===== src/design/pdi_udiv.sv =====
// pdi_udiv: pipelined restoring divider, one quotient bit per stage
// no dependencies
`timescale 1ns / 1ps
`default_nettype none
module pdi_udiv #(
  parameter int DW = 32,
  parameter int QW = 32
) (
  input  wire logic          clk,
  input  wire logic          en,
  input  wire logic [DW-1:0] rem0,
  input  wire logic [QW-1:0] sh0,
  input  wire logic [DW-1:0] den,
  output logic      [QW-1:0] quo
);
  logic [DW-1:0] rem_r [1:QW];
  logic [QW-1:0] sh_r  [1:QW];
  logic [DW-1:0] den_r [1:QW];
  logic [DW-1:0] cur_rem [0:QW-1];
  logic [QW-1:0] cur_sh  [0:QW-1];
  logic [DW-1:0] cur_den [0:QW-1];

  for (genvar j = 0; j < QW; j++) begin : g_stage
    logic [DW:0] trial;
    logic [DW:0] diff;
    logic        ge;
    logic [QW:0] sh_ext;
    if (j == 0) begin : g_first
      assign cur_rem[j] = rem0;
      assign cur_sh[j]  = sh0;
      assign cur_den[j] = den;
    end else begin : g_next
      assign cur_rem[j] = rem_r[j];
      assign cur_sh[j]  = sh_r[j];
      assign cur_den[j] = den_r[j];
    end
    assign trial  = {cur_rem[j], cur_sh[j][QW-1]};
    assign ge     = trial >= {1'b0, cur_den[j]};
    assign diff   = trial - {1'b0, cur_den[j]};
    assign sh_ext = {cur_sh[j], ge};
    always_ff @(posedge clk) begin
      if (en) begin
        rem_r[j+1] <= ge ? diff[DW-1:0] : trial[DW-1:0];
        sh_r[j+1]  <= sh_ext[QW-1:0];
        den_r[j+1] <= cur_den[j];
      end
    end
  end

  assign quo = sh_r[QW];
endmodule
`default_nettype wire


===== config.mk =====
export PLATFORM = sky130hd
export DESIGN_NAME = pdi_udiv
export DESIGN_NICKNAME = d
export VERILOG_FILES = /design/src/design/pdi_udiv.sv
export SDC_FILE = /design/constraint.sdc
export NUM_CORES = 2
export LEC_CHECK = 0
export BUFFER_PORTS_ARGS = -buffer_cell sky130_fd_sc_hd__buf_2
export CAP_MARGIN = 20
export CORE_ASPECT_RATIO = 1.25
export CORE_UTILIZATION = 60
export CTS_CLUSTER_DIAMETER = 120
export CTS_CLUSTER_SIZE = 40
export DETAILED_ROUTE_END_ITERATION = 12
export PLACE_DENSITY = 0.76
export SYNTH_ARGS = -nofsm -noshare
export SYNTH_HDL_FRONTEND = slang
export SYNTH_SLANG_ARGS = --single-unit

===== constraint.sdc =====
create_clock -name clk -period 4.1 [get_ports clk]
set_clock_uncertainty 0.15 [all_clocks]
set_input_delay 0.205 -clock clk [delete_from_list [all_inputs] [get_ports clk]]
set_output_delay 0.205 -clock clk [all_outputs]
set_load 0.02 [all_outputs]

# Yosys cells after proc, flatten, opt, wreduce, memory -nomap -nowiden
# Memories as Yosys holds them, arrays and structs flattened.
# Cells that the tools add are included.
[classes] n_lt_le_gt_ge=32 n_mux=34 addsub=32
[op_table] operator="$ge A33 B32 Y1" count=32
[op_table] operator="$mux W32" count=32
[op_table] operator="$sub A32 B32 Y32" count=32
[op_table] operator="$mux W1" count=2
[totals] regBits=0 output_inout_bits=32 wordCells=101 in_bits=98 mem_count=3 mem_bits_rw=3072
[memory_table] name="den_r" depth=32 width=32 read_ports=31 rd_ports_with_merged_regs=0 wr=32 line="18" source="logic [DW-1:0] den_r [1:QW];"
[memory_table] name="rem_r" depth=32 width=32 read_ports=31 rd_ports_with_merged_regs=0 wr=32 line="16" source="logic [DW-1:0] rem_r [1:QW];"
[memory_table] name="sh_r" depth=32 width=32 read_ports=32 rd_ports_with_merged_regs=0 wr=32 line="17" source="logic [QW-1:0] sh_r [1:QW];"

# Depth between registers and ports, before layout
[depth] word_depth=2 ltp_mapped=16 mapped_depth_nobuf=14

# Least setup slack after synthesis
# Ideal clock, no wire load.
[synth_timing] kind="register to register" startpoint="register rem_r[0][226] (netlist name)" endpoint="register rem_r[0][281] (netlist name)" period_less_slack_ns=3.705 n_path_buf=1 stages_incl_launch_ff=13 path_slack_ns=0.395 setup_time_ns=0.260 arrival_ns=3.295 t_required_ns=3.690 path_cell_list="edfxtp_1 -> ha_1 -> a21oi_1 -> nor2b_1 -> o31a_1 -> o21ai_1 -> a2111oi_0 -> or4b_1 -> a41oi_2 -> o21ai_2 -> a311oi_4 -> buf_6 -> mux2_2"

==> impl_metrics.tcl <==
set metrics [dict create \
    io_pins 130 \
    max_freq_mhz 247 \
    drive_above_1_share_pct 8.83 \
    crit_arrival_ps 4470 \
    drv_slew 0 \
    setup_viol 0 \
    worstPathRequired_ps 4520 \
    portBuffers 129 \
    synth_edf_count 3008 \
    cts_sinks 3008 \
    synth_commonest_cells "edfxtp_1, inv_1, ha_1" \
    first_iter_violations 7544 \
    utilization_pct 64.8 \
    ys_seq_area_share_pct 58.4 \
    synthCells 12700 \
    track_usage_pct 27.1 \
    fin_tns_setup_ps 0 \
    min_path_type "input pin to register" \
    p_leak_nw 67.1 \
    hold_viol 0 \
    run_status "completed" \
    grt_max_degree 124 \
    fin_crit_ps 4050 \
    cts_tree "yes" \
    grt_pass1_vias 97600 \
    start_util_pct 60.3 \
    post-synth-top-area-fraction_pct 58.4 \
    cp-start-kind "register" \
    rows 208 \
    viasPerCell 5.97 \
    cts-buffers-inserted 85 \
    tightest_slew_ps 895 \
    htree_levels 3 \
    fin_crit_sh_pct 98.8 \
    multiInputGateArea_mm2 0.0589 \
    ys_types 107 \
    gr-total-overflow 0 \
    root_buffer "clkbuf_16" \
    worst-setup-path-type "register to register" \
    holdWs_ps 92.5 \
    drv_cap 0 \
    drt-pass1-iter-count 11 \
    fp.dieArea_mm2 0.260 \
    gp_congestion 0.924 \
    async_flop_share_pct 0 \
    clock_path_buffers 3 \
    dr_total_vias 98600 \
    ys_seq_elements 3008 \
    area_growth_syn_to_layout_pct 7.42 \
    cp-end-kind "register" \
    avgSynthCellArea_um2 12.2 \
    synth-main-ff-cell "edfxtp_1" \
    yosys_warnings 0 \
    regArea_mm2 0.0903 \
    die-height_um 570 \
    die_w_um 456 \
    p_per_area_mw_per_mm2 755 \
    layout.nets 14300 \
    ant_nets 0 \
    yosysMostFrequentCell "edfxtp_1" \
    drc 0 \
    clk_latency_ps 820 \
    grt_pass1_wl_um 551000 \
    syn_area_mm2 0.155 \
    clkTransAtPathRegs_ps 140 \
    synth.area.top_cells "edfxtp_1, ha_1, inv_1" \
    slew_headroom_pct 40.3 \
    wl_um 358000 \
    core_mm2 0.257 \
    crit_fanout 5 \
    hpwl_um 276000 \
    syn_nets 13900 \
    ir_drop_mv 0.504 \
    antenna_found_initial 4 \
    post_drt_wl_per_cell_um 21.7 \
    yosysTopAreaCell "edfxtp_1" \
    fill_cells 19100 \
]
## state kept, by name, summed over array words and instances (netlist names)
register,count
sh_r,1024
den_r,992
rem_r,992
## repair_timing
action | 4_1_cts | 5_1_grt
setup endpoints to repair | 30 | 393
hold buffers | 161 | 0
gates resized for setup | 1 | 73
pin swaps | 1 | 14
buffers inserted | 2 | 15
gates cloned | 0 | 4
endpoints found under the hold margin | 203 | 0
## power breakdown
part / switching [W] / internal (W)
combinational: 0.0351 / 0.0286
clock: 0.00845 / 0.00397
sequential: 0.00503 / 0.0445
## routing by layer
| layer | wire length [um] | global-route usage [%] |
|---|---|---|
| met2 | 191000 | 50.8 |
| met5 | 13 | 0 |
| met3 | 12200 | 2.11 |
| met1 | 139000 | 31.9 |
| met4 | 16400 | 11.3 |
## cells in the final DEF, fill, tap and decap left out, types with 32 or more instances in the layout
master	n
a21oi_1	887
o211ai_1	32
a21o_1	524
nand2_1	902
and3_1	106
buf_2	128
and2_1	38
clkbuf_16	90
o21ai_0	869
nand2b_1	140
xnor2_1	497
or3_1	37
nor4_1	32
nand3_1	223
nand4_1	152
o31ai_1	67
a31oi_1	94
nor2_1	512
buf_4	278
xor2_1	354
buf_12	64
or2_2	41
mux2i_1	34
o21bai_1	114
dlygate4sd3_1	161
o21a_1	128
inv_1	1287
a211oi_1	68
mux2_2	402
nor2b_1	164
edfxtp_1	3008
ha_1	1020
nor3_1	141
o21ai_1	32
## critical path, stage by stage, from the launching register on
cell and delay (ps):
edfxtp_1 420, ha_1 330, nand2b_1 120, a21oi_1 100, o31a_1 340, o21ai_4 250
a2111oi_4 120, or4b_4 590, a41oi_2 250, o21ai_2 130, a311oi_4 400, buf_4 180
buf_6 110, mux2_2 340
## worst paths after layout
| check | start | to | slack [ps] | depth (start not counted) |
|---|---|---|---|---|
| worst min-delay path | sh0[20] | sh_r[0][53] | 90 | 2 |
| worst min register to register | sh_r[6][6] | sh_r[6][39] | 240 | 0 |
| worst max-delay path | rem_r[0][224] | rem_r[0][285] | 50 | 13 |
| worst max register to register | rem_r[0][224] | rem_r[0][285] | 50 | 13 |
## metrics by stage
step | total power, W | setup WS, ps | cell area (um^2) | instances
floorplan | 0.0932 | 395 | 155000 | 12700
global placement | 0.111 | -22.7 | 162000 | 16200
detailed placement | 0.113 | -16.6 | 162000 | 16200
CTS | 0.125 | 10.3 | 166000 | 16500
global route | 0.134 | -53.8 | 166000 | 16500
finish | 0.126 | 48.5 | 166000 | 16500
## logic make-up (layout without fill, tap and decap cells)
kind of cell	after synthesis	after routing	synth area share, %
AOI/OAI and AO/OA	3192	3192	12.9
xor gates and xnor gates	851	851	4.81
adders and majority gates	1055	1055	8.68
buffers and inverters	1589	2022	3.95
DFF	3008	3008	58.4
muxes	465	465	3.42
other	0	5	0
and+or+nand+nor	2569	2569	7.90
## layout make-up
| type | count | share of cell area [%] |
|---|---|---|
| diodes | 5 | 0.00752 |
| clock buffers | 88 | 1.31 |
| clock inverters | 9 | 0.0670 |
| inverters | 1288 | 2.91 |
| multi-input cells | 8132 | 35.4 |
| flip-flops and latches | 3008 | 54.3 |
| well taps | 3360 | 2.53 |
| repair buffers | 637 | 3.45 |
No activity file was read; power rests on OpenSTA's default activity.
