## src/design/pdi_pkg.sv

```systemverilog
// pdi_pkg: shared constants, types and helpers for the particle update pipeline
// no dependencies
`timescale 1ns / 1ps
`default_nettype none
package pdi_pkg;

  localparam logic [12:0] DT_MAX   = 13'd6554;
  localparam logic [30:0] MASS_MIN = 31'd66;
  localparam logic [48:0] TERM_CAP = 49'h1_0000_0000_0000;

  localparam logic [2:0] CFG_GRAV_X = 3'd0;
  localparam logic [2:0] CFG_GRAV_Y = 3'd1;
  localparam logic [2:0] CFG_GRAV_Z = 3'd2;
  localparam logic [2:0] CFG_MASS   = 3'd3;
  localparam logic [2:0] CFG_KILL_EN = 3'd4;
  localparam logic [2:0] CFG_KILL_SPD = 3'd5;

  localparam int SQ_IN_W  = 64;
  localparam int SQ_OUT_W = 32;

  typedef struct packed {
    logic [31:0] pos_x;
    logic [31:0] pos_y;
    logic [31:0] pos_z;
    logic [31:0] life;
    logic [30:0] drag;
    logic [12:0] dt;
    logic        armed;
    logic        last;
  } pass_t;

  function automatic logic [31:0] sat33(input logic signed [32:0] v);
    logic [31:0] r;
    if (v > 33'sd2147483647) begin
      r = 32'h7fff_ffff;
    end else if (v < -33'sd2147483648) begin
      r = 32'h8000_0000;
    end else begin
      r = v[31:0];
    end
    return r;
  endfunction

endpackage
`default_nettype wire

```

## src/design/pdi_isqrt.sv

```systemverilog
// pdi_isqrt: pipelined integer square root, one root bit per stage
// depends on pdi_pkg
`timescale 1ns / 1ps
`default_nettype none
module pdi_isqrt
  import pdi_pkg::*;
(
  input  wire logic                clk,
  input  wire logic                en,
  input  wire logic [SQ_IN_W-1:0]  n,
  output logic      [SQ_OUT_W-1:0] root
);
  localparam int S = SQ_OUT_W;

  logic [S+1:0]       rem_r  [1:S];
  logic [S-1:0]       root_r [1:S];
  logic [SQ_IN_W-1:0] sh_r   [1:S];
  logic [S+1:0]       cur_rem  [0:S-1];
  logic [S-1:0]       cur_root [0:S-1];
  logic [SQ_IN_W-1:0] cur_sh   [0:S-1];

  for (genvar j = 0; j < S; j++) begin : g_stage
    logic [S+3:0] acc;
    logic [S+3:0] trial;
    logic [S+3:0] diff;
    logic         ge;
    if (j == 0) begin : g_first
      assign cur_rem[j]  = '0;
      assign cur_root[j] = '0;
      assign cur_sh[j]   = n;
    end else begin : g_next
      assign cur_rem[j]  = rem_r[j];
      assign cur_root[j] = root_r[j];
      assign cur_sh[j]   = sh_r[j];
    end
    assign acc   = {cur_rem[j], cur_sh[j][SQ_IN_W-1 -: 2]};
    assign trial = {2'b00, cur_root[j], 2'b01};
    assign ge    = acc >= trial;
    assign diff  = acc - trial;
    always_ff @(posedge clk) begin
      if (en) begin
        rem_r[j+1]  <= ge ? diff[S+1:0] : acc[S+1:0];
        root_r[j+1] <= {cur_root[j][S-2:0], ge};
        sh_r[j+1]   <= {cur_sh[j][SQ_IN_W-3:0], 2'b00};
      end
    end
  end

  assign root = root_r[S];
endmodule
`default_nettype wire

```

## config.mk

```make
export PLATFORM = sky130hd
export DESIGN_NAME = pdi_isqrt
export DESIGN_NICKNAME = d
export VERILOG_FILES = /design/src/design/pdi_pkg.sv /design/src/design/pdi_isqrt.sv
export SDC_FILE = /design/constraint.sdc
export NUM_CORES = 2
export LEC_CHECK = 0
export BUFFER_PORTS_ARGS = -buffer_cell sky130_fd_sc_hd__buf_2
export CORE_ASPECT_RATIO = 1.2
export CORE_MARGIN = 10
export CORE_UTILIZATION = 40
export DETAILED_ROUTE_END_ITERATION = 8
export GPL_TIMING_DRIVEN = 0
export SLEW_MARGIN = 5
export SYNTH_ARGS = -nofsm -noshare
export SYNTH_HDL_FRONTEND = slang
export SYNTH_MEMORY_MAX_BITS = 65536
export SYNTH_SLANG_ARGS = --single-unit
```

## constraint.sdc

```tcl
create_clock -name clk -period 3.6 [get_ports clk]
set_clock_uncertainty 0.2 [all_clocks]
set_input_delay 0.36 -clock clk [delete_from_list [all_inputs] [get_ports clk]]
set_output_delay 0.36 -clock clk [all_outputs]
set_load 0.02 [all_outputs]
```

# Word-level counts from Yosys, hierarchy flattened
# Memory sizes are Yosys's and may differ from the RTL's.
# Cells that the tools add are included.
# word_totals
rom_bits	0
ram_bits	4096
output_inout_bits	32
word_cells	101
inputBits	66
memories	3
reg_bits	0
latchBits	0
# memory_table
name	depth	width	read_ports	rd_clocked_by_memory_dff	write_ports	line_no	source
sh_r	32	62	31	0	32	pdi_isqrt.sv:17	logic [SQ_IN_W-1:0] sh_r [1:S];
rem_r	32	34	31	0	32	pdi_isqrt.sv:15	logic [S+1:0] rem_r [1:S];
root_r	32	32	32	0	32	pdi_isqrt.sv:16	logic [S-1:0] root_r [1:S];
# classes
n_div	0
n_addsub	32
mul	0
reduce_logical	0
n_bitwise	0
shift	0
n_eq_ne	0
mux	34
n_lt_le_gt_ge	32
# op_table
cell	count
$ge 36x34->1	31
$mux 34	32
$sub 34x34->34	31
$sub 2x1->3 const B	1
$ge 2x1->1 const B	1
$mux 1	2

# Logic depth before layout (Yosys ltp)
# An unclocked memory read counts as a cell.
# logic_depth
depth_word	3
mapped_depth	14
depth_no_buf	14

# Worst setup path after synthesis
# OpenSTA, ideal clock, no wires.
# synth_timing
path_kind	reg2reg
startpoint	register, netlist name rem_r[0][919]
endpoint	register, netlist name rem_r[0][985]
setup_ps	258
path_buffers	0
slack_ps	119
arrival_time_ps	3023
path_stages_with_launch	12
period_less_slack_ps	3481
t_required_ps	3142
path_cell_list	edfxtp_1 -> ha_1 -> o21ai_0 -> a22oi_1 -> a2111oi_0 -> nor2_1 -> a31oi_1 -> o211ai_1 -> a221oi_1 -> o311a_1 -> or3b_1 -> xnor2_1

==> flow_summary.ini <==
[critical_path]
critPathArrivalTime_ps = 4000
cp_slowest_cell = a221o_1
worst_setup_path_start_kind = flip-flop
crit_family = compound AO/OA/AOI/OAI gates
crit_type = reg2reg
cpPeakStageDelay_ps = 450
required_ps = 3960
r2r_slack_ps = -40
path_cells = inv_2, ha_4, o21a_1, o21ai_2, a311oi_2, a221o_1, o311ai_4, a21oi_4, a2111oi_4, o21bai_4, nor4_4, xor2_1
cp_max_fo = 7
end_kind = flip-flop
critPathBufInv = 1

[final_layout]
syn2layout_area_growth_pct = 17.5
nets = 10200
final_core_util = 0.471
multiInputGateArea_um2 = 40000
seqCellArea_um2 = 75800
layout-drive-gt1-share = 0.134
final.fill_count = 25400
final_cell_area_um2 = 137000

[sta]
min_period_ps = 3640
finalHoldViolCount = 0
rsz0062_at_grt = yes
setup_violations = 3
min_period_over_period = 1.01
slew_viol_final = 0
hold_slack_ps = 76.0
max_freq_mhz = 275
worst_slew_pin_slew_ps = 1070
setup_ws_ps = -41.5
timing.max_slew.rel_slack = 0.285

[drt]
first_pass_iters = 5
vias_per_cell = 5.18
antenna_left = 0
num_vias = 70700
initialDrtViolationCount = 4474
finalWirelength_mm = 251
drcViolationCount = 0
wl_per_cell_um = 18.4

[logic_synthesis]
ys_top_cells_by_area = edfxtp_1 (65%), ha_1 (6.0%), xnor2_1 (3.2%)
yosys-top-cells-count = edfxtp_1 (2523), inv_1 (713), nand2_1 (624), ha_1 (562), a21oi_1 (536)
yosysWarnings = 0
syn-cell-area_um2 = 117000
async_flop_share = 0
seq_area_frac_synth = 0.650
syn_nets = 9544
synth_edf_count = 2523
yosysTopAreaCell = edfxtp_1
synth_top_flop_cell = edfxtp_1
syn-instance-count = 8916
yosysUniqueCellTypes = 99
synth_most_common_cell = edfxtp_1
synth_top_cell_area_share = 0.650
synth-seq-cells = 2523
avgSynthCellArea_um2 = 13.1

[floorplan]
start_util = 0.401
die_h_um = 611
core_um2 = 291000
die_area_um2 = 313000
num_rows = 217
fp.dieW_um = 513
ioPinCount = 98

[status]
outcome = finished, violations left
violations = setup timing

[clock_network]
clock_latency_ps = 850
clock-sinks = 2523
clkSlewWorstSetupHoldPaths_ps = 60
cts_tree = yes
clk_path_buf_depth = 4
htreeDepth = 5
clockRootBuffer = clkbuf_16
cts-buffers-inserted = 280

[power_and_ir_drop]
vdd_ir_drop_max_mv = 0.425
power_w = 0.0847
p_per_area_nw_per_um2 = 619
cellLeakagePower_nw = 52.0

[global_routing]
grt_start_max_net_pins = 189
grt_pass1_vias = 72100
use_met3 = 0.0229
global_route.usage.met2 = 0.293
grt_use_total = 0.152
overflow = 0
busiest_layer = met2
antenna_found_initial = 4
grt_first_pass_wirelength_mm = 388
use_met1 = 0.163

[placement]
pre_cts_ws_ps = -2160
port-buffer-count = 97
dp_hpwl_mm = 179
place.gp.congestion = 0.905
dpl_cell_area_um2 = 122000

[hold_path]
holdCritPathClass = in2reg

[job]
drv_cap = 0
worst paths after layout:
check	start	end	cells past startpoint
worst min register to register	sh_r[0][1478]$_DFFE_PP_	sh_r[0][1542]$_DFFE_PP_	0
worst max-delay path	root_r[5][32]$_DFFE_PP_	rem_r[0][777]$_DFFE_PP_	12
worst min-delay path	n[3]	sh_r[0][65]$_DFFE_PP_	2
worst max register to register	root_r[5][32]$_DFFE_PP_	rem_r[0][777]$_DFFE_PP_	12
worst reg2reg max path: stages, from the launching register on:
cell and delay (ps):
edfxtp_1 430, inv_2 100, ha_4 210, o21a_1 120, o21ai_2 200, a311oi_2 170, a221o_1 450, o311ai_4 380
a21oi_4 150, a2111oi_4 440, o21bai_4 160, nor4_4 280, xor2_1 110
cell families after synthesis:
family                     after synthesis  share of synthesized area
xor gates and xnor gates               842                     0.0633
DFF                                   2523                      0.650
muxes                                   80                    0.00772
buffers and inverters                  881                     0.0289
AOI/OAI and AO/OA                     1792                     0.0957
other                                    1                  0.0000322
and+or+nand+nor                       2235                     0.0938
adders and majority gates              562                     0.0604
flip-flops by register name, indices dropped and copies added (netlist names):
| register | cells |
|---|---|
| root_r | 528 |
| sh_r | 992 |
| rem_r | 1003 |
metal layers:
layer	routed length, um	part of all wire
met5	0	0
met4	13100	0.052
met3	9390	0.037
met2	135000	0.54
met1	93100	0.37
repair_timing:
action                                  CTS  global route
endpoints found under the setup margin  783           944
cloned                                    2             7
hold buffers                            123             0
hold endpoints to repair                147             0
pin swaps                                59           126
resized for setup                       393           373
buffers inserted                         79           101
where the power goes:
| group | internal (W) | switching, W | total [W] | leakage [nW] |
|---|---|---|---|---|
| combinational | 0.00758 | 0.0100 | 0.0176 | 23.4 |
| clock | 0.0162 | 0.0113 | 0.0275 | 4.27 |
| sequential | 0.0372 | 0.00248 | 0.0396 | 24.3 |
| total | 0.0609 | 0.0238 | 0.0847 | 52.0 |
per-stage QoR:
| step | std cells | setup TNS (ps) |
|---|---|---|
| after floorplan | 8916 | 0 |
| after global placement | 12800 | - |
| after detailed placement | 12900 | -623790 |
| after CTS | 13500 | -213 |
| after global routing | 13600 | -3890 |
| final | 13600 | -75.1 |
layout by cell type (no fill, tap or decap), drive strengths merged, types with 87 or more instances in the layout:
master,n
clkbuf,452
clkinv,105
or3,90
buf,340
dlygate4sd3,122
ha,562
a21o,255
a21oi,537
edfxtp,2523
o21ai,479
xnor2,424
nor2,529
nand3,136
nand2b,87
nand2,625
xor2,418
nor4,120
inv,726
o21a,112
nor3,239
layout make-up:
| cell class | instances | area share |
|---|---|---|
| inverters | 717 | 0.0199 |
| clock inverters | 146 | 0.00955 |
| well taps | 3832 | 0.0350 |
| plain buffers | 146 | 0.00686 |
| diodes | 3 | 0.0000548 |
| clock buffers | 342 | 0.0543 |
| flip-flops and latches | 2523 | 0.554 |
| repair buffers | 426 | 0.0284 |
| multi-input cells | 5513 | 0.292 |
No activity file was read; power rests on OpenSTA's default activity.
