--- src/design/pdi_delay.sv ---
// pdi_delay: enable-gated register line of fixed depth
// no dependencies
`timescale 1ns / 1ps
`default_nettype none
module pdi_delay #(
  parameter int W = 8,
  parameter int D = 4
) (
  input  wire logic         clk,
  input  wire logic         en,
  input  wire logic [W-1:0] din,
  output logic      [W-1:0] dout
);
  logic [W-1:0] tap_r [0:D-1];

  always_ff @(posedge clk) begin
    if (en) begin
      tap_r[0] <= din;
      for (int i = 1; i < D; i++) begin
        tap_r[i] <= tap_r[i-1];
      end
    end
  end

  assign dout = tap_r[D-1];
endmodule
`default_nettype wire

--- config.mk ---
export PLATFORM = sky130hd
export DESIGN_NAME = pdi_delay
export DESIGN_NICKNAME = d
export VERILOG_FILES = /design/src/design/pdi_delay.sv
export SDC_FILE = /design/constraint.sdc
export NUM_CORES = 1
export LEC_CHECK = 0
export BUFFER_PORTS_ARGS = -buffer_cell sky130_fd_sc_hd__buf_2
export CORE_MARGIN = 8
export CORE_UTILIZATION = 55
export CTS_BUF_LIST = sky130_fd_sc_hd__clkbuf_8
export CTS_CLUSTER_SIZE = 24
export DETAILED_ROUTE_END_ITERATION = 12
export HOLD_SLACK_MARGIN = 0.1
export PLACE_DENSITY = 0.88
export SLEW_MARGIN = 40
export SYNTH_ARGS = -nofsm -noshare
export SYNTH_HDL_FRONTEND = slang
export SYNTH_SLANG_ARGS = --single-unit
--- constraint.sdc ---
create_clock -name clk -period 0.8 [get_ports clk]
set_input_delay 0.04 -clock clk [delete_from_list [all_inputs] [get_ports clk]]
set_output_delay 0.04 -clock clk [all_outputs]
set_load 0.02 [all_outputs]
# Word level (Yosys, flattened, before mapping)
# Memories as Yosys holds them, arrays and structs flattened.
# Index checks and enable logic that the tools add are counted.
[word_totals]
rom_bits = 0
latch_bits = 0
ff_bits = 0
word_cells = 3
output_inout_bits = 8
ram_bits = 32
mem_count = 1
[op_classes]
n_mul = 0
mux = 2
magnitude_cmp = 0
n_shift = 0
n_eq_ne = 0
addsub = 0
bitwise = 0
div = 0
n_reduce_logical = 0
[mem_list]
columns = ["memory", "depth", "width", "read_ports", "rd_ports_with_merged_regs", "write_ports", "line_no", "text"]
rows = [
  ["tap_r", 4, 8, 4, 0, 4, "14", "logic [W-1:0] tap_r [0:D-1];"],
]
[ops]
columns = ["operator", "count"]
rows = [
  ["$mux W1", 2],
]

# Depth between registers and ports, before layout
# Gate-level depths: netlist of the first run.
[logic_depth]
word_depth = 2
mapped_depth = 0
ltp_nobuf = 0

# Least setup slack after synthesis of the first run
# No wires, ideal clock.
[synth_path]
kind = "reg2reg"
startpoint = "mem tap_r[0][0]"
endpoint = "mem tap_r[1][0] (data pin)"
setup_time_ns = 0.266
synth_period_minus_slack_ns = 0.589
path_stages_with_launch = 1
setup_slack_ns = 0.211
required_time_ns = 0.534
arrival_ns = 0.323
path_buffers = 0
cell_sequence = "edfxtp_1"
[synth_rtl]
columns = ["element", "line_no"]
rows = [
  ["start: declaration", "14"],
]

==> reports/qor.yml, run 1 <==
yosys:
  ys_warn_count: 0
  netlist_area_sq_um: 961
  synth_area_leader_cell: "edfxtp_1"
  ys_ff_latch: 32
  synth_cells: 32
  syn-num-nets: 42
  synth_area_leaders: "edfxtp_1 (100%)"
  avgSynthCellArea_sq_um: 30.0
  yosysUniqueCellTypes: 1
  yosysSeqAreaShare_pct: 100
  synth_top_area_share_pct: 100
grt:
  gr-usage-all-layers_pct: 8.30
  met2_usage_pct: 12.3
  use_met3_pct: 7.73
  gr-usage-met1_pct: 7.07
  grt-ovfl-total: 0
  grt_max_degree: 17
  grt_pass1_vias: 412
  grt_antenna_before_repair: 0
  grt_first_pass_wirelength_mm: 1.85
  top_usage_layer: "met2"
worst_setup_path:
  cp_slowest_cell: "edfxtp_1"
  reg2reg_depth: 0
  critPathMaxFanout: 1
  max_stage_delay_ns: 0.39
  r2r_slack_ns: 0.16
  worstReg2RegStart: "tap_r[0][2]"
  path_buf_inv: 1
  worstPathCellList: "buf_6"
  cp_top_family: "flip-flops"
  end_kind: "primary output"
  rr_endpoint: "tap_r[1][2]"
  critPathKind: "reg2out"
  required_ns: 0.76
  cp-start-kind: "register"
  crit_arrival_ns: 0.80
flow_run:
  cap_violations: 0
power_and_ir_drop:
  p_leak_nw: 0.500
  vdd.ir_drop.worst_uv: 1860
  power-per-cell-area_nw_per_um2: 2700
timing:
  setup_viol_count_final: 8
  fin_ws_ns: -0.0433
  rsz0062_at_grt: "true"
  period_minus_slack_ns: 0.843
  slew_headroom_pct: 92.5
  fmax_mhz: 1190
  finalMaxSlewViolations: 0
  hold_viol_final: 0
  clock_skew_ns: 0.00111
  worstMarginPinSlew_ns: 0.113
  period_share_pct: 105
placed_design:
  port_buffers: 17
  globalplace.congestion: 0.600
  dp_cells: 68
  dpl-instance-area_sq_um: 1110
detailed_routing:
  dr.first_iter.drc_count: 6
  post-route-drc-count: 0
  wire_per_inst_microns: 15.1
  firstDrtPassIters: 2
  vias: 409
  ant_nets: 0
  vias_per_cell: 4.87
  routed_wl_mm: 1.27
outcome:
  run_status: "complete, but fails checks"
  violations: "setup timing"
layout:
  layout-drive-gt1-share_pct: 37.3
  largest_reg_flops: 32
  layout_common_cells: "edfxtp_1 (32), buf_2 (10), dlygate4sd3_1 (8)"
  stdcell_count: 84
  multi_input_gates: 0
  fillCellCount: 78
  top_regs: "tap_r (32)"
  nets: 76
  final_cell_area_sq_um: 1340
  antenna_cells: 0
  multi_input_area_sq_um: 0
  regMostFlops: "tap_r"
  seqCellArea_sq_um: 961
  final_common_cell: "edfxtp_1"
  syn_to_final_growth_pct: 39.2
clocking:
  cts_root_buffer: "clkbuf_8"
  path_clk_slew_ns: 0.06
  cts_tree: "built"
  cts_buffers: 5
  clock_latency_ns: 0.27
  clock_sinks: 32
  cts_setup_buffers: 0
  cts_buffer_depth: 2
  cts.htree.levels: 2
die:
  start_util_pct: 56.9
  core.rowCount: 15
  core-area_sq_um: 1690
  die_h_microns: 57.8
  die_area_sq_um: 3340
  die_w_microns: 57.8
  io_pins: 18
hold_path:
  min_to: "tap_r[0][4]"
  min_from: "en"
  hp-class: "in2reg"
  min_path_cells: 2
## area by class of cell
cell class	instances	share of cell area, %
repair buffers	27	18.6
flip-flops and latches	32	71.8
well taps	17	1.59
clock buffers	5	5.15
clock inverters	3	2.81
## cells by family (layout without fill, tap and decap cells)
| family | after synthesis | after routing | share of synthesized area, % |
|---|---|---|---|
| flip-flops | 32 | 32 | 100 |
| buffers and inverters | 0 | 35 | 0 |
## where the power goes
part / internal (W) / switching, W / total, W
Combinational: 0.0000976 / 0.0000814 / 0.000179
Clock: 0.000905 / 0.000519 / 0.00142
Sequential: 0.00198 / 0.0000297 / 0.00201
## cells in the mapped netlist
master / count
edfxtp_1: 32
## metrics by stage
stage / setup TNS [ns] / total power, W / setup slack (ns) / hold WS [ns] / utilization (%)
after floorplan: 0 / 0.00206 / 0.211 / 0.139 / -
after global placement: 0 / 0.00215 / 0.175 / 0.217 / 65.6
after detailed placement: 0 / 0.00216 / 0.159 / 0.219 / 65.6
after CTS: -0.358 / 0.00363 / -0.0656 / 0.176 / 77.0
after global routing: -0.522 / 0.00373 / -0.0767 / 0.188 / 79.2
final: -0.260 / 0.00361 / -0.0433 / 0.192 / 79.2
## layer usage
metal,vias to the layer above,share of wire [%]
met4,0,0.63
met3,2,13
met2,25,50
met5,-,0
met1,185,36
li1,197,-
## repair_timing
item,in CTS,in global routing
endpoints found under the setup margin,8,8
hold buffers,8,0
gates resized for setup,2,12
hold endpoints to repair,8,0
## how the worst max path moves through the flow
| stage | cells after the start | startpoint | slack (ns) | endpoint |
|---|---|---|---|---|
| finish | 1 | tap_r[3][6] | -0.04 | dout[6] |
| global route | 1 | tap_r[3][7] | -0.08 | dout[7] |
| CTS | 1 | tap_r[3][6] | -0.07 | dout[6] |
| detailed placement | 0 | tap_r[0][2] | 0.16 | tap_r[1][2] |
| global placement | 2 | en | 0.18 | tap_r[3][4] |
| floorplan | 0 | tap_r[0][0] | 0.21 | tap_r[1][0] |
Power figures use the tool's default switching activity.
==> run 2: changes to the inputs <==
--- a/config.mk
+++ b/config.mk
@@ -12,7 +12,7 @@
 export CTS_CLUSTER_SIZE = 24
 export DETAILED_ROUTE_END_ITERATION = 12
 export HOLD_SLACK_MARGIN = 0.1
-export PLACE_DENSITY = 0.88
+export PLACE_DENSITY = 0.79
 export SLEW_MARGIN = 40
 export SYNTH_ARGS = -nofsm -noshare
 export SYNTH_HDL_FRONTEND = slang
==> run 2 against run 1 <==
Net effect: the flow still finishes with violations (setup timing); sequential power about the same; via count down 3.2%; utilization shrank 2.6 points; clock power down 24%; sequential share of layout area rose by 2.4 points; clock-buffer cell count did not move.
==> reports/qor.yml, run 2 (synthesis results as in run 1) <==
outcome:
  run_status: "complete, but fails checks"
  violations: "setup timing"
worst_setup_path:
  max_stage_delay_ns: 0.39  # about the same
  cp_top_family: "flip-flops"
  cp-start-kind: "register"
  critPathMaxFanout: 1  # unchanged
  required_ns: 0.76  # about the same
  end_kind: "primary output"
  crit_arrival_ns: 0.80  # about the same
  path_buf_inv: 1  # unchanged
  cp_slowest_cell: "edfxtp_1"
  critPathKind: "reg2out"
  worstPathCellList: "buf_6"
clocking:
  clock_latency_ns: 0.27  # about the same
  cts.htree.levels: 2  # unchanged
  cts_buffer_depth: 2  # unchanged
  clock_sinks: 32  # unchanged
  cts_root_buffer: "clkbuf_8"
  cts_tree: "built"
  cts_buffers: 5  # unchanged
  path_clk_slew_ns: 0.06  # about the same
grt:
  grt_pass1_vias: 434  # +5.3%
  use_met3_pct: 4.86  # -2.9 points
  grt_max_degree: 33  # +16
  gr-usage-all-layers_pct: 7.79  # -0.51 points
  met2_usage_pct: 13.4  # +1.1 points
  grt_antenna_before_repair: 0  # unchanged
  grt_first_pass_wirelength_mm: 1.79  # -3.4%
  grt-ovfl-total: 0  # unchanged
  gr-usage-met1_pct: 5.97  # -1.1 points
  top_usage_layer: "met2"
placed_design:
  globalplace.congestion: 0.592  # -1.4%
  port_buffers: 17  # unchanged
  dp_cells: 67  # -1.5%
layout:
  multi_input_area_sq_um: 0  # unchanged
  largest_reg_flops: 32  # unchanged
  nets: 75  # -1.3%
  stdcell_count: 82  # -2.4%
  layout_common_cells: "edfxtp_1 (32), buf_2 (9), dlygate4sd3_1 (8), buf_6 (8), clkbuf_8 (5)"
  antenna_cells: 0  # unchanged
  seqCellArea_sq_um: 961  # unchanged
  fillCellCount: 86  # +10%
  regMostFlops: "tap_r"
  multi_input_gates: 0  # unchanged
  layout-drive-gt1-share_pct: 35.4  # -1.9 points
  final_common_cell: "edfxtp_1"
  top_regs: "tap_r (32)"
  syn_to_final_growth_pct: 34.6
power_and_ir_drop:
  vdd.ir_drop.worst_uv: 1530  # -18%
  power-per-cell-area_nw_per_um2: 2510  # -6.8%
  p_total_w: 0.00325  # -9.9%
  p_leak_nw: 0.479  # -4.3%
timing:
  fmax_mhz: 1190  # +0.41%
  hold_viol_final: 0  # unchanged
  setup_viol_count_final: 8  # unchanged
  rsz0062_at_grt: "true"
  period_minus_slack_ns: 0.840  # -0.00341 ns
  fin_ws_ns: -0.0399  # +0.00341 ns
  period_share_pct: 105  # -0.43 points
  slew_headroom_pct: 89.2  # -3.3 points
  finalMaxSlewViolations: 0  # unchanged
  worstMarginPinSlew_ns: 0.162  # +0.0491 ns
  fin_hold_ws_ns: 0.224  # +0.0317 ns
  clock_skew_ns: 0.00255  # +0.00144 ns
die:
  die_w_microns: 57.8  # unchanged
  core-area_sq_um: 1690  # unchanged
  io_pins: 18  # unchanged
  die_h_microns: 57.8  # unchanged
  start_util_pct: 56.9  # unchanged
  core.rowCount: 15  # unchanged
  die_area_sq_um: 3340  # unchanged
flow_run:
  cap_violations: 0  # unchanged
detailed_routing:
  firstDrtPassIters: 4  # +2
  post-route-drc-count: 0  # unchanged
  routed_wl_mm: 1.27  # +0.71%
  wire_per_inst_microns: 15.5  # +3.2%
  vias_per_cell: 4.83  # -0.82%
  vias: 396  # -3.2%
  ant_nets: 0  # unchanged
  dr.first_iter.drc_count: 8  # +2
hold_path:
  hp-class: "in2reg"
==> run 2: changes by cell type in the layout (fill, tap and decap cells not counted), sizes merged <==
cell and delta:
buf -1, bufinv -1
==> run 2: layout make-up <==
cell class,count,area share (%)
flip-flops and latches,32,74.3
repair buffers,26,18.2
well taps,17,1.64
clock inverters,2,0.580
clock buffers,5,5.32
==> run 2: timing repair <==
action                     4_1_cts  5_1_grt
gates resized for setup          2       14
cloned                           0        0
setup endpoints to repair        8        8
hold buffers                     8        0
setup buffers                    0        0
hold endpoints to repair         8        0
==> run 2: routing by layer <==
layer  vias to the layer above  share of wire, %
li1                        193                 -
met2                        20                53
met4                         0              0.47
met1                       181                39
met5                         -                 0
met3                         2               7.8
==> run 2: path summary, 6_finish.rpt <==
| kind | start | end | slack, ns | depth (start not counted) |
|---|---|---|---|---|
| max | tap_r[3][3] | dout[3] | -0.04 | 1 |
| min | en | tap_r[1][2] | 0.22 | 2 |
| max reg2reg | tap_r[0][3] | tap_r[1][3] | 0.16 | 0 |
| min reg2reg | tap_r[0][4] | tap_r[1][4] | 0.42 | 0 |
==> run 2: power by group <==
| group | internal [W] | total, W | switching, W |
|---|---|---|---|
| clock | 0.000572 | 0.00108 | 0.000504 |
| sequential | 0.00198 | 0.00201 | 0.0000293 |
| combinational | 0.0000913 | 0.000171 | 0.0000797 |
==> run 2: metrics by stage <==
stage,setup WS (ns),util (%),TNS (ns),cell area [sq um]
2_1_floorplan,0.211,-,0,961
3_3_place_gp,0.157,64.4,0,1090
3_5_place_dp,0.147,64.4,0,1090
4_1_cts,-0.0474,74.0,-0.292,1250
5_1_grt,-0.0678,76.6,-0.454,1290
6_report,-0.0399,76.6,-0.196,1290
